$ cat config.mk
export PLATFORM = sky130hd
export DESIGN_NAME = wildcard_glob_matcher_top_flat
export DESIGN_NICKNAME = d
export VERILOG_FILES = /design/src/rtl/core/wgm_pkg.sv /design/src/rtl/core/wgm_if.sv /design/src/rtl/core/wildcard_glob_matcher_top.sv /design/src/rtl/core/wgm_store.sv /design/src/rtl/core/wgm_live.sv /design/src/flat_wrapper.sv
export SDC_FILE = /design/constraint.sdc
export NUM_CORES = 1
export LEC_CHECK = 0
export BUFFER_PORTS_ARGS = -buffer_cell sky130_fd_sc_hd__clkbuf_2
export CAP_MARGIN = 5
export CORE_UTILIZATION = 65
export DETAILED_ROUTE_END_ITERATION = 10
export PLACE_DENSITY = 0.81
export SYNTH_ARGS = -nofsm -noshare
export SYNTH_HDL_FRONTEND = slang
export SYNTH_SLANG_ARGS = --single-unit
$ cat constraint.sdc
create_clock -name clk -period 11.65 [get_ports clk]
set_clock_uncertainty 0.05 [all_clocks]
set_input_delay 1.7475 -clock clk [delete_from_list [all_inputs] [get_ports clk]]
set_output_delay 1.7475 -clock clk [all_outputs]
set_load 0.02 [all_outputs]
$ cat src/rtl/core/wgm_pkg.sv
package wgm_pkg;

  typedef logic [1:0] op_t;
  typedef logic [7:0] char_t;

  localparam op_t OP_APPEND = 2'd0;
  localparam op_t OP_CLEAR  = 2'd1;
  localparam op_t OP_SOURCE = 2'd2;
  localparam op_t OP_END    = 2'd3;

  localparam char_t STAR_CHAR = 8'h2A;
  localparam char_t ANY_CHAR  = 8'h3F;

  // one command issued from the input register to the state holders
  typedef struct packed {
    logic  en;
    op_t   op;
    char_t ch;
  } cmd_t;

endpackage

$ cat src/rtl/core/wgm_if.sv
interface wgm_in_if;
  logic             valid;
  logic             ready;
  wgm_pkg::op_t     op;
  wgm_pkg::char_t   ch;

  modport source (output valid, output op, output ch, input ready);
  modport sink   (input valid, input op, input ch, output ready);
endinterface

interface wgm_out_if;
  logic valid;
  logic ready;
  logic match;
  logic pattern_overflow;

  modport source (output valid, output match, output pattern_overflow, input ready);
  modport sink   (input valid, input match, input pattern_overflow, output ready);
endinterface

$ cat src/rtl/core/wildcard_glob_matcher_top.sv
// Streaming glob matcher: '*' matches any run of characters, '?' exactly one.
// Items enter at one per cycle with no gaps needed between pattern loads,
// source characters and end-of-source markers; only an end-of-source item
// waits, and holds back the input, while an earlier result is still unread in
// the output register. Each item is held in the input register and is applied
// to the pattern store and the live position vector in the cycle that it
// leaves it; an end-of-source result is loaded into the output register at
// the end of that cycle, and result valid is driven from that register. The
// per-cycle limit is the live vector update, whose star closure is a
// MAX_PAT+1 bit carry chain. A pattern longer than MAX_PAT sets
// pattern_overflow and forces match low until the pattern is cleared.
module wildcard_glob_matcher_top #(
  parameter int MAX_PAT = 32
) (
  input  logic      clk,
  input  logic      rst,
  wgm_in_if.sink    item,
  wgm_out_if.source result
);

  localparam int LW = $clog2(MAX_PAT + 1);

  logic            in_full;
  wgm_pkg::op_t    op_q;
  wgm_pkg::char_t  ch_q;
  logic            out_full;
  logic            match_q;
  logic            ovf_q;
  logic            fire;
  logic            is_end;
  wgm_pkg::cmd_t   cmd;
  logic [LW-1:0]   len;
  logic            ovf;
  logic [MAX_PAT-1:0] star_mask;
  logic [MAX_PAT-1:0] step_mask;
  logic [MAX_PAT:0]   closed;

  assign is_end = (op_q == wgm_pkg::OP_END);
  // only an end-of-source item needs room in the output register
  assign fire   = in_full && (!is_end || !out_full || result.ready);
  assign item.ready = !in_full || fire;

  assign cmd.en = fire;
  assign cmd.op = op_q;
  assign cmd.ch = ch_q;

  always_ff @(posedge clk) begin
    if (rst) begin
      in_full <= 1'b0;
    end else if (item.valid && item.ready) begin
      in_full <= 1'b1;
    end else if (fire) begin
      in_full <= 1'b0;
    end
  end

  always_ff @(posedge clk) begin
    if (item.valid && item.ready) begin
      op_q <= item.op;
      ch_q <= item.ch;
    end
  end

  always_ff @(posedge clk) begin
    if (rst) begin
      out_full <= 1'b0;
    end else if (fire && is_end) begin
      out_full <= 1'b1;
    end else if (result.ready) begin
      out_full <= 1'b0;
    end
  end

  always_ff @(posedge clk) begin
    if (fire && is_end) begin
      match_q <= closed[len] && !ovf;
      ovf_q   <= ovf;
    end
  end

  assign result.valid            = out_full;
  assign result.match            = match_q;
  assign result.pattern_overflow = ovf_q;

  wgm_store #(
    .MAX_PAT (MAX_PAT),
    .LW      (LW)
  ) u_store (
    .clk       (clk),
    .rst       (rst),
    .cmd       (cmd),
    .len       (len),
    .ovf       (ovf),
    .star_mask (star_mask),
    .step_mask (step_mask)
  );

  wgm_live #(
    .MAX_PAT (MAX_PAT)
  ) u_live (
    .clk       (clk),
    .rst       (rst),
    .cmd       (cmd),
    .star_mask (star_mask),
    .step_mask (step_mask),
    .closed    (closed)
  );

  a_no_match_on_ovf: assert property (@(posedge clk) disable iff (rst)
    out_full && match_q |-> !ovf_q)
    else $error("match reported with pattern overflow");

  a_held_item: assert property (@(posedge clk) disable iff (rst)
    in_full && !fire |=> in_full && $stable(op_q) && $stable(ch_q))
    else $error("stalled item lost from input register");

  a_end_result: assert property (@(posedge clk) disable iff (rst)
    fire && is_end |=> out_full)
    else $error("end of source produced no result");

endmodule

$ cat src/rtl/core/wgm_store.sv
module wgm_store #(
  parameter int MAX_PAT = 32,
  parameter int LW      = $clog2(MAX_PAT + 1)
) (
  input  logic                clk,
  input  logic                rst,
  input  wgm_pkg::cmd_t       cmd,
  output logic [LW-1:0]       len,
  output logic                ovf,
  output logic [MAX_PAT-1:0]  star_mask,
  output logic [MAX_PAT-1:0]  step_mask
);

  wgm_pkg::char_t pat [MAX_PAT];
  logic append;
  logic clear;
  logic full;

  assign append = cmd.en && (cmd.op == wgm_pkg::OP_APPEND);
  assign clear  = cmd.en && (cmd.op == wgm_pkg::OP_CLEAR);
  assign full   = (len == LW'(MAX_PAT));

  always_ff @(posedge clk) begin
    if (rst) begin
      len <= '0;
      ovf <= 1'b0;
    end else if (clear) begin
      len <= '0;
      ovf <= 1'b0;
    end else if (append) begin
      if (full) begin
        ovf <= 1'b1;
      end else begin
        len <= len + LW'(1);
      end
    end
  end

  // each entry written only when it is the next free slot
  always_ff @(posedge clk) begin
    for (int i = 0; i < MAX_PAT; i++) begin
      if (append && (len == LW'(i))) begin
        pat[i] <= cmd.ch;
      end
    end
  end

  always_comb begin
    for (int i = 0; i < MAX_PAT; i++) begin
      star_mask[i] = (len > LW'(i)) && (pat[i] == wgm_pkg::STAR_CHAR);
      step_mask[i] = (len > LW'(i)) && (pat[i] != wgm_pkg::STAR_CHAR) &&
                     ((pat[i] == wgm_pkg::ANY_CHAR) || (pat[i] == cmd.ch));
    end
  end

  a_len_bound: assert property (@(posedge clk) disable iff (rst)
    len <= LW'(MAX_PAT))
    else $error("pattern length beyond storage");

  a_clear: assert property (@(posedge clk) disable iff (rst)
    clear |=> (len == '0) && !ovf)
    else $error("clear did not empty the pattern");

endmodule

$ cat src/rtl/core/wgm_live.sv
module wgm_live #(
  parameter int MAX_PAT = 32
) (
  input  logic               clk,
  input  logic               rst,
  input  wgm_pkg::cmd_t      cmd,
  input  logic [MAX_PAT-1:0] star_mask,
  input  logic [MAX_PAT-1:0] step_mask,
  output logic [MAX_PAT:0]   closed
);

  localparam int N = MAX_PAT + 1;

  logic [N-1:0] live;
  logic [N-1:0] live_next;
  logic [N-1:0] prop;
  logic [N-1:0] seed;
  logic [N-1:0] sum;
  logic [N-1:0] carries;

  // star closure as a carry chain: a live star passes liveness up through
  // a run of stars, exactly like a carry through propagate bits
  assign prop    = {1'b0, star_mask};
  assign seed    = live & prop;
  assign sum     = seed + prop;
  assign carries = sum ^ seed ^ prop;
  assign closed  = live | carries;

  always_comb begin
    live_next = live;
    if (cmd.en) begin
      unique case (cmd.op)
        wgm_pkg::OP_APPEND: live_next = live;
        wgm_pkg::OP_SOURCE: live_next = (closed & prop) |
                                        {step_mask & closed[MAX_PAT-1:0], 1'b0};
        wgm_pkg::OP_CLEAR,
        wgm_pkg::OP_END:    live_next = N'(1);
        default:            live_next = live;
      endcase
    end
  end

  always_ff @(posedge clk) begin
    if (rst) begin
      live <= N'(1);
    end else begin
      live <= live_next;
    end
  end

  a_rearm: assert property (@(posedge clk) disable iff (rst)
    cmd.en && (cmd.op == wgm_pkg::OP_END || cmd.op == wgm_pkg::OP_CLEAR)
      |=> live == N'(1))
    else $error("vector not rearmed after end of source or clear");

endmodule

$ cat src/flat_wrapper.sv
// flat-port wrapper written by rule: the top's interface ports become plain ports
module wildcard_glob_matcher_top_flat 
#(
  parameter int MAX_PAT = 32
)
  (clk, rst, item_valid, item_op, item_ch, item_ready, result_valid, result_match, result_pattern_overflow, result_ready);
  wgm_in_if item_i ();
  wgm_out_if result_i ();
  input  logic clk;
  input  logic rst;
  input wire logic [$bits(item_i.valid)-1:0] item_valid;
  input wire logic [$bits(item_i.op)-1:0] item_op;
  input wire logic [$bits(item_i.ch)-1:0] item_ch;
  output wire logic [$bits(item_i.ready)-1:0] item_ready;
  output wire logic [$bits(result_i.valid)-1:0] result_valid;
  output wire logic [$bits(result_i.match)-1:0] result_match;
  output wire logic [$bits(result_i.pattern_overflow)-1:0] result_pattern_overflow;
  input wire logic [$bits(result_i.ready)-1:0] result_ready;
  assign item_i.valid = item_valid;
  assign item_i.op = item_op;
  assign item_i.ch = item_ch;
  assign item_ready = item_i.ready;
  assign result_valid = result_i.valid;
  assign result_match = result_i.match;
  assign result_pattern_overflow = result_i.pattern_overflow;
  assign result_i.ready = result_ready;
  wildcard_glob_matcher_top #(.MAX_PAT(MAX_PAT)) u_core (.clk(clk), .rst(rst), .item(item_i), .result(result_i));
endmodule
Yosys cells after proc, flatten, opt, wreduce, memory -nomap -nowiden. Memory sizes are Yosys's and may differ from the RTL's. Index checks and enable logic that the tools add are counted.

Flip-flop bits (word level): 54. Bits in writable memories: 256. Input bits: 14. Word-level logic and storage cells: 594. Memories kept: 1.

Add/subtract/negate cells: 2. Magnitude comparators: 33. Eq/ne operators: 163. Mux-type cells: 164. Bitwise gates (word level): 9. Reduce and logical (&&, ||, !) cells: 213.

Memory list: u_core.u_store.pat (words 32, width 8, rd ports 32, clocked after Yosys merged registers in 0, wr ports 1, RTL line wgm_store.sv:14) `wgm_pkg::char_t pat [MAX_PAT];`.

Operator list (number): $eq A8 B6 Y1 const B (64); $eq A8 B8 Y1 (32); $ne A8 B6 Y1 const B (32); $mux W8 (31); $reduce_or A8 Y1 (31); $mux W5 (31); $logic_and A1 B1 Y1 (134); $mux W1 (100); $eq A6 B5 Y1 const B (16); $gt A6 B5 Y1 const B (16); $and A33 B32 Y33 (2); $or A33 B33 Y33 (2); $pmux W33 S2 (1); $eq A6 B4 Y1 const B (8); $gt A6 B4 Y1 const B (8); $logic_or A1 B1 Y1 (35); $add A33 B32 Y33 (1); $xor A33 B32 Y33 (1); $xor A33 B33 Y33 (1); $and A32 B32 Y32 (1); $eq A6 B3 Y1 const B (4); $gt A6 B3 Y1 const B (4); $eq A6 B2 Y1 const B (2); $gt A6 B1 Y1 const B (2); other kinds (15) (25).

Logic depth before layout (Yosys ltp). Gate-level depths: netlist of the first run.

Depth in word-level cells: 41. Mapped depth: 18. Mapped depth without buffers: 16.

Modules after synthesis. From an unflattened synthesis of the first run, not the netlist that was laid out.

Cell total of the unflattened synthesis: 1534. Area, all modules: 16754.8 µm².

By module, submodules not included: wgm_store (instances 1, cells an instance 1072, area each 13018.7 µm²); wgm_live (instances 1, cells an instance 399, area each 2921.6 µm²); wildcard_glob_matcher_top (instances 1, cells an instance 63, area each 814.5 µm²).

Worst setup path after synthesis of the first run. No wires, ideal clock.

Path type: reg2reg. From: reg u_core.u_store.len[1]. To: reg u_core.match_q (netlist: u_core.result.match), data pin. Setup time: 180 ps. Data arrival time: 4001 ps. Path slack: 7419 ps. Cell stages (with the launch flop): 15. Period minus slack after synthesis: 4231 ps. Cell sequence: dfxtp_1 -> buf_2 -> clkinv_1 -> ha_1 -> nand4bb_1 -> and2_1 -> or3_1 -> or4_1 -> or4_1 -> o31a_1 -> o21ai_2 -> a2111oi_1 -> o31ai_1 -> a41oi_1 -> o41ai_2.

Word-level cells in the longest chain between the ends: 10. Elaborated cells between the ends (all ways): 72.

RTL lines: start: declaration (RTL line wgm_store.sv:8) `output logic [LW-1:0] len,`; start signal: assignment (RTL line wgm_store.sv:34) `len <= len + LW'(1);`; $gt A6 B1 Y1 (tied with other cells) (RTL line wgm_store.sv:50) `star_mask[i] = (len > LW'(i)) && (pat[i] == wgm_pkg::STAR_CHAR);`; $logic_and A1 B1 Y1 (RTL line wgm_store.sv:50); $and A33 B32 Y33 (RTL line wgm_live.sv:24) `assign seed = live & prop;`; $add A33 B32 Y33 (RTL line wgm_live.sv:25) `assign sum = seed + prop;`; $xor A33 B33 Y33 (RTL line wgm_live.sv:26) `assign carries = sum ^ seed ^ prop;`; $xor A33 B32 Y33 (RTL line wgm_live.sv:26); $or A33 B33 Y33 (RTL line wgm_live.sv:27) `assign closed = live | carries;`; $bmux W1 S6 * (RTL line wildcard_glob_matcher_top.sv:76) `match_q <= closed[len] && !ovf;`; $mux W1 (implied by the code) * (RTL line wildcard_glob_matcher_top.sv:76); $logic_and A1 B1 Y1 * (RTL line wildcard_glob_matcher_top.sv:76); end signal: assignment (RTL line wildcard_glob_matcher_top.sv:76); end: declaration (RTL line wildcard_glob_matcher_top.sv:27) `logic match_q;`.

Every way passes the cells marked *; elsewhere a longest branch is shown, timed or not. The select of a mux whose other input is x is not followed. A chain may end at the register's enable or synchronous reset.

Worst setup path in the final report of the first run. Ends and elaborated chain as after synthesis.

==> impl_results.md, run 1 <==
- Post-CTS Setup Bufs: 0
- Critical Path, Cell by Cell: clkinv_1 > ha_1 > nand4bb_1 > and2_1 > or3_1 > or4_1 > or4_1 > o31a_1 > o21ai_2 > a2111oi_1 > o31ai_1 > a41oi_1 > o41ai_2
- Num CTS Buffers: 30
- Top-area cell type share of the netlist area: 0.475
- Power density over the cells: 129 nW/µm²
- Max Fclk: 184 MHz
- Commonest cells in the synthesized netlist: edfxtp_1, nor2_1, xnor2_1
- Clock Latency Late Sink: 570 ps
- Cell seen most often among critical-path stages: or4_1
- Critical path class: flop to flop
- Layout net count: 1600
- Post-synth EDFFs: 268
- Total clock sinks: 310
- DRT iter0 DRCs: 1665
- Maximum vdd drop: 196 µV
- Share of cells above drive strength 1: 0.0661
- Clk slew on worst S/H paths: 70 ps
- Top Ports: 18
- Area leader, netlist: edfxtp_1
- DIE AREA: 26700 µm²
- Die width: 163 µm
- Drt wl/cell: 22.7 µm
- Filler cells: 1771
- Count leader, synth: edfxtp_1
- First-pass GRT wire length: 68.7 mm
- Total Routed Length: 44.0 mm
- Final TNS setup: 0 ps
- Gpl congestion: 1.01
- Vias in the first global route: 12800
- DP HPWL: 29.6 mm
- Setup violators final: 0
- Cts hold-fix bufs: 0
- # DRC: 0
- Minimum clock period: 5420 ps
- Sequential cell area fraction in the yosys report: 0.525
- Normalized max-slew margin: 0.244
- Via density: 6.84
- Util after Layout: 0.723
- CTS max path bufs: 3
- GRT Total Usage: 0.331
- Initial Utilization: 0.667
- GRT Residual Overflow: 0
- Register Area: 8890 µm²
- H-tree depth: 1
- Seq cells post-synth: 310
- Synth unique cells: 83
- Die Y: 163 µm
- RSZ-0062 raised after global routing: no
- Multi-input logic area: 7650 µm²
- Synthesized Nets: 1606
- Final period util: 0.466
- Worst EP required: 11980 ps
- CTS tree: done
- Synth top area cells: edfxtp_1, xnor2_1, dfxtp_1, xor2_1, nor2_1
- Fin cells: 1934
- Area Overhead vs Synth: 8.43%
- Length of the first detailed-routing pass in iterations: 6
- Average size of a mapped cell: 10.7 µm²
- Max cap viols: 0
- Slew @ Worst Pin: 1130 ps
- Async set-reset flop share out of synthesis: 0
- Startpoint types: flop
- Cts repair resizes: 0
- Max-slew violations: 0
- Outcome: completed
- Antenna-violating nets left: 0
- Mapped Cells: 1586
- Ys flop type: edfxtp_1
- Power Total: 2370 µW
- Vias: 13220
- Worst stage delay on the critical path: 930 ps
- CP max stage cell: dfxtp_1
- CP max FO: 26
- Mapped Area: 16900 µm²
- Initial antenna violation count: 0
- Arrival time at the worst endpoint: 5760 ps
- Ys Warns: 0
- Largest net degree at the start of global routing: 41
- Port Buffers: 17
- Leak: 0.00563 µW
- Diodes inserted: 0
- Critical path endpoint category: flop
- Min-delay worst type: flop to flop
- Root Buffer: clkbuf_16
- Cell Rows: 58
- Final hold vios: 0
- Core Footprint: 25400 µm²
- Placed cells: 1878
-- stage by stage --
stage	area, µm²	setup slack (ps)	hold WS, ps
finish	18400	6230	403
detailed placement	17300	6380	397
global route	18400	5820	439
floorplan	16900	7420	379
global placement	17300	6580	389
CTS	18400	6350	405
-- registers in the layout, indices dropped and copies added (netlist names) --
register	flops
u_core.u_store.ovf	1
u_core.result.pattern_overflow	1
u_core.result.valid	1
u_core.result.match	1
u_core.in_full	1
u_core.op_q	2
u_core.u_store.len	6
u_core.u_live.live	33
u_core.ch_q	8
u_core.u_store.pat	256
-- cells in the final DEF, fill, tap and decap left out, drive strengths merged, types with 47 or more instances in the layout --
master,n
edfxtp,268
nor2,167
xnor2,165
xor2,96
nand2,77
a21oi,68
nand4,64
nor3,60
clkbuf,53
nor4,48
o21ai,47
-- critical path: cells and delay by family (launching register included) --
family | cells | cell delay, ps
buf+inv | 1 | 560
simple gates | 5 | 1830
flops | 1 | 930
compound gates | 6 | 1460
fa+ha+maj | 1 | 420
-- layer usage --
| layer | global-route usage | up-vias | routed length [µm] |
|---|---|---|---|
| li1 | - | 5986 | - |
| met1 | 0.459 | 6415 | 18600 |
| met4 | 0.0981 | 0 | 1090 |
| met2 | 0.536 | 710 | 20500 |
| met5 | 0 | - | 0 |
| met3 | 0.0538 | 109 | 3840 |
-- final cells by class --
type / count / area share
Clock buffer: 36 / 0.0444
Multi-Input combinational cell: 1176 / 0.417
Inverter: 23 / 0.00470
Tap cell: 330 / 0.0225
Clock inverter: 20 / 0.0142
Timing Repair Buffer: 39 / 0.0136
Sequential cell: 310 / 0.484
-- power by group --
| part | internal, µW | switching (µW) |
|---|---|---|
| clock network | 631 | 420 |
| registers | 1210 | 4.04 |
| logic | 35.3 | 73.7 |
| total | 1870 | 498 |
-- kinds of logic (layout without fill, tap and decap cells) --
group | count (synthesis) | count (layout) | share of synthesized area
XOR/XNOR | 261 | 261 | 0.135
adder cells (fa/ha/maj) | 6 | 6 | 0.00443
multiplexers | 3 | 3 | 0.00251
AND/OR/NAND/NOR | 605 | 605 | 0.187
AO/OA/AOI/OAI | 301 | 301 | 0.122
buffers and inverters | 100 | 118 | 0.0236
flip-flops | 310 | 310 | 0.525
-- worst paths after layout --
kind | cells past startpoint | slack (ps) | from | endpoint
worst max-delay path | 13 | 6230 | u_core.u_store.len[1] | u_core.result.match
worst min-delay path | 2 | 400 | u_core.u_live.live[32] | u_core.u_live.live[32]
worst max register to register | 13 | 6230 | u_core.u_store.len[1] | u_core.result.match
worst min register to register | 2 | 400 | u_core.u_live.live[32] | u_core.u_live.live[32]
Note: power is estimated with default switching activity, not from simulation.
==> run 2: changes to the inputs <==
- CORE_UTILIZATION: 65 -> 58
- PLACE_DENSITY: 0.81 -> 0.76
- clock period: 11.65 -> 4.4 ns (I/O delays scaled with it)
==> impl_results.md, run 2 (synthesized netlist as in run 1, its figures left out) <==
- Largest delay share family, worst path: simple AND/OR/NAND/NOR gates (unchanged)
- DIE AREA: 29900 µm² (was 26700 µm²)
- Normalized max-slew margin: 0.221 (was 0.244)
- Power Total: 6370 µW (was 2370 µW)
- Antenna-violating nets left: 0 (unchanged)
- Critical path endpoint category: flop (unchanged)
- Via density: 6.47 (was 6.84)
- GRT Residual Overflow: 0 (unchanged)
- Worst stage delay on the critical path: 580 ps (was 930 ps)
- Area Overhead vs Synth: 11.9% (was 8.43%)
- First-pass GRT wire length: 68.6 mm (was 68.7 mm)
- CTS max path bufs: 3 (unchanged)
- Leak: 0.00590 µW (was 0.00563 µW)
- Startpoint types: flop (unchanged)
- GRT Total Usage: 0.288 (was 0.331)
- Cts hold-fix bufs: 0 (unchanged)
- Cell seen most often among critical-path stages: or4_1 (unchanged)
- Top Ports: 18 (unchanged)
- CTS tree: done (unchanged)
- CP max stage cell: or4_1 (was dfxtp_1)
- Final TNS setup: 0 ps (unchanged)
- Setup violators final: 0 (unchanged)
- Power density over the cells: 336 nW/µm² (was 129 nW/µm²)
- Worst EP required: 4750 ps (was 11980 ps)
- Max Fclk: 242 MHz (was 184 MHz)
- Slew @ Worst Pin: 1160 ps (was 1130 ps)
- Total Routed Length: 43.7 mm (was 44.0 mm)
- H-tree depth: 1 (unchanged)
- DRT iter0 DRCs: 1348 (was 1665)
- Clock Latency Late Sink: 590 ps (was 570 ps)
- Gpl congestion: 1.04 (was 1.01)
- Final period util: 0.940 (was 0.466)
- Arrival time at the worst endpoint: 4490 ps (was 5760 ps)
- Leading cell type in the layout, fill and taps excluded: edfxtp_1 (unchanged)
- Die width: 173 µm (was 163 µm)
- Initial antenna violation count: 0 (unchanged)
- Drt wl/cell: 21.5 µm (was 22.7 µm)
- RSZ-0062 raised after global routing: no (unchanged)
- Num CTS Buffers: 31 (was 30)
- Minimum clock period: 4140 ps (was 5420 ps)
- Core Footprint: 28700 µm² (was 25400 µm²)
- Vias in the first global route: 12878 (was 12800)
- Critical path class: flop to flop (unchanged)
- Total clock sinks: 310 (unchanged)
- Root Buffer: clkbuf_16 (unchanged)
- Register Area: 8890 µm² (unchanged)
- DP HPWL: 30.8 mm (was 29.6 mm)
- Share of cells above drive strength 1: 0.0982 (was 0.0661)
- Min-delay worst type: primary input to flop (was flop to flop)
- Critical Path, Cell by Cell: clkinv_1 > ha_2 > nand4bb_1 > and2_1 > or3_1 > or4_1 > or4_1 > o31ai_2 > a41oi_2 > a22oi_1 > nand2_1 > o311a_1 > o41ai_2 (was clkinv_1 > ha_1 > nand4bb_1 > and2_1 > or3_1 > or4_1 > or4_1 > o31a_1 > o21ai_2 > a2111oi_1 > o31ai_1 > a41oi_1 > o41ai_2)
- Layout net count: 1644 (was 1600)
- Largest net degree at the start of global routing: 65 (was 41)
- Initial Utilization: 0.590 (was 0.667)
- Buffers and inverters on the worst path: 1 (unchanged)
- Cell Rows: 62 (was 58)
- Post-CTS Setup Bufs: 0 (unchanged)
- Outcome: completed (unchanged)
- Max-slew violations: 0 (unchanged)
- Port Buffers: 17 (unchanged)
- Die Y: 173 µm (was 163 µm)
- Max cap viols: 0 (unchanged)
- Commonest non-fill, non-tap cells in the layout: edfxtp_1, nor2_1, xnor2_1 (unchanged)
- Maximum vdd drop: 429 µV (was 196 µV)
- Vias: 13170 (was 13220)
- Top flop regs: u_core.u_store.pat (256), u_core.u_live.live (33), u_core.ch_q (8) (unchanged)
- Filler cells: 2222 (was 1771)
- Length of the first detailed-routing pass in iterations: 5 (was 6)
- Clk slew on worst S/H paths: 70 ps (about the same)
- CP max FO: 6 (was 26)
- Multi-input logic area: 7700 µm² (was 7650 µm²)
- Max reg flops: 256 (unchanged)
- Largest register by flop count: u_core.u_store.pat (unchanged)
- Final hold vios: 0 (unchanged)
- # DRC: 0 (unchanged)
==> run 2: worst paths after layout <==
| check | startpoint | depth (start not counted) | slack [ps] | to |
|---|---|---|---|---|
| worst min register to register | u_core.u_live.live[32] | 2 | 400 | u_core.u_live.live[32] |
| worst max register to register | u_core.u_store.len[1] | 13 | 260 | u_core.result.match |
| worst min-delay path | item_ch[0] | 1 | 190 | u_core.ch_q[0] |
| worst max-delay path | u_core.u_store.len[1] | 13 | 260 | u_core.result.match |
==> run 2: report_power, final <==
part	switching (µW)	internal [µW]
registers	26.9	3200
clock network	1160	1690
logic	180	110
==> run 2: final cells by class <==
cell class / instances / area share
multi-input cells: 1176 / 0.406
repair buffers: 82 / 0.0355
clock inverters: 23 / 0.0150
flip-flops and latches: 310 / 0.469
diodes: 1 / 0.000132
well taps: 384 / 0.0253
inverters: 23 / 0.00455
clock buffers: 35 / 0.0445
==> run 2: timing repair <==
action / in CTS / in global routing
endpoints found under the hold margin: 0 / 0
endpoints found under the setup margin: 0 / 2
gates resized for setup: 0 / 11
==> run 2: through the flow <==
step | hold WS, ps | util | cells | setup slack (ps) | area [µm²]
after global placement | 390 | 0.619 | 1975 | 263 | 17800
after global routing | 183 | 0.660 | 2033 | 19.9 | 19000
final | 192 | 0.661 | 2034 | 265 | 19000
after detailed placement | 394 | 0.619 | 1975 | 136 | 17800
after CTS | 183 | 0.659 | 2033 | 75.5 | 18900
after floorplan | 379 | - | 1586 | 169 | 16900
==> run 2: routing by layer <==
layer,up-vias,track usage,part of all wire
li1,6081,-,-
met1,6419,0.403,0.43
met2,577,0.459,0.46
met3,93,0.0479,0.081
met4,0,0.0962,0.029
met5,-,0,0
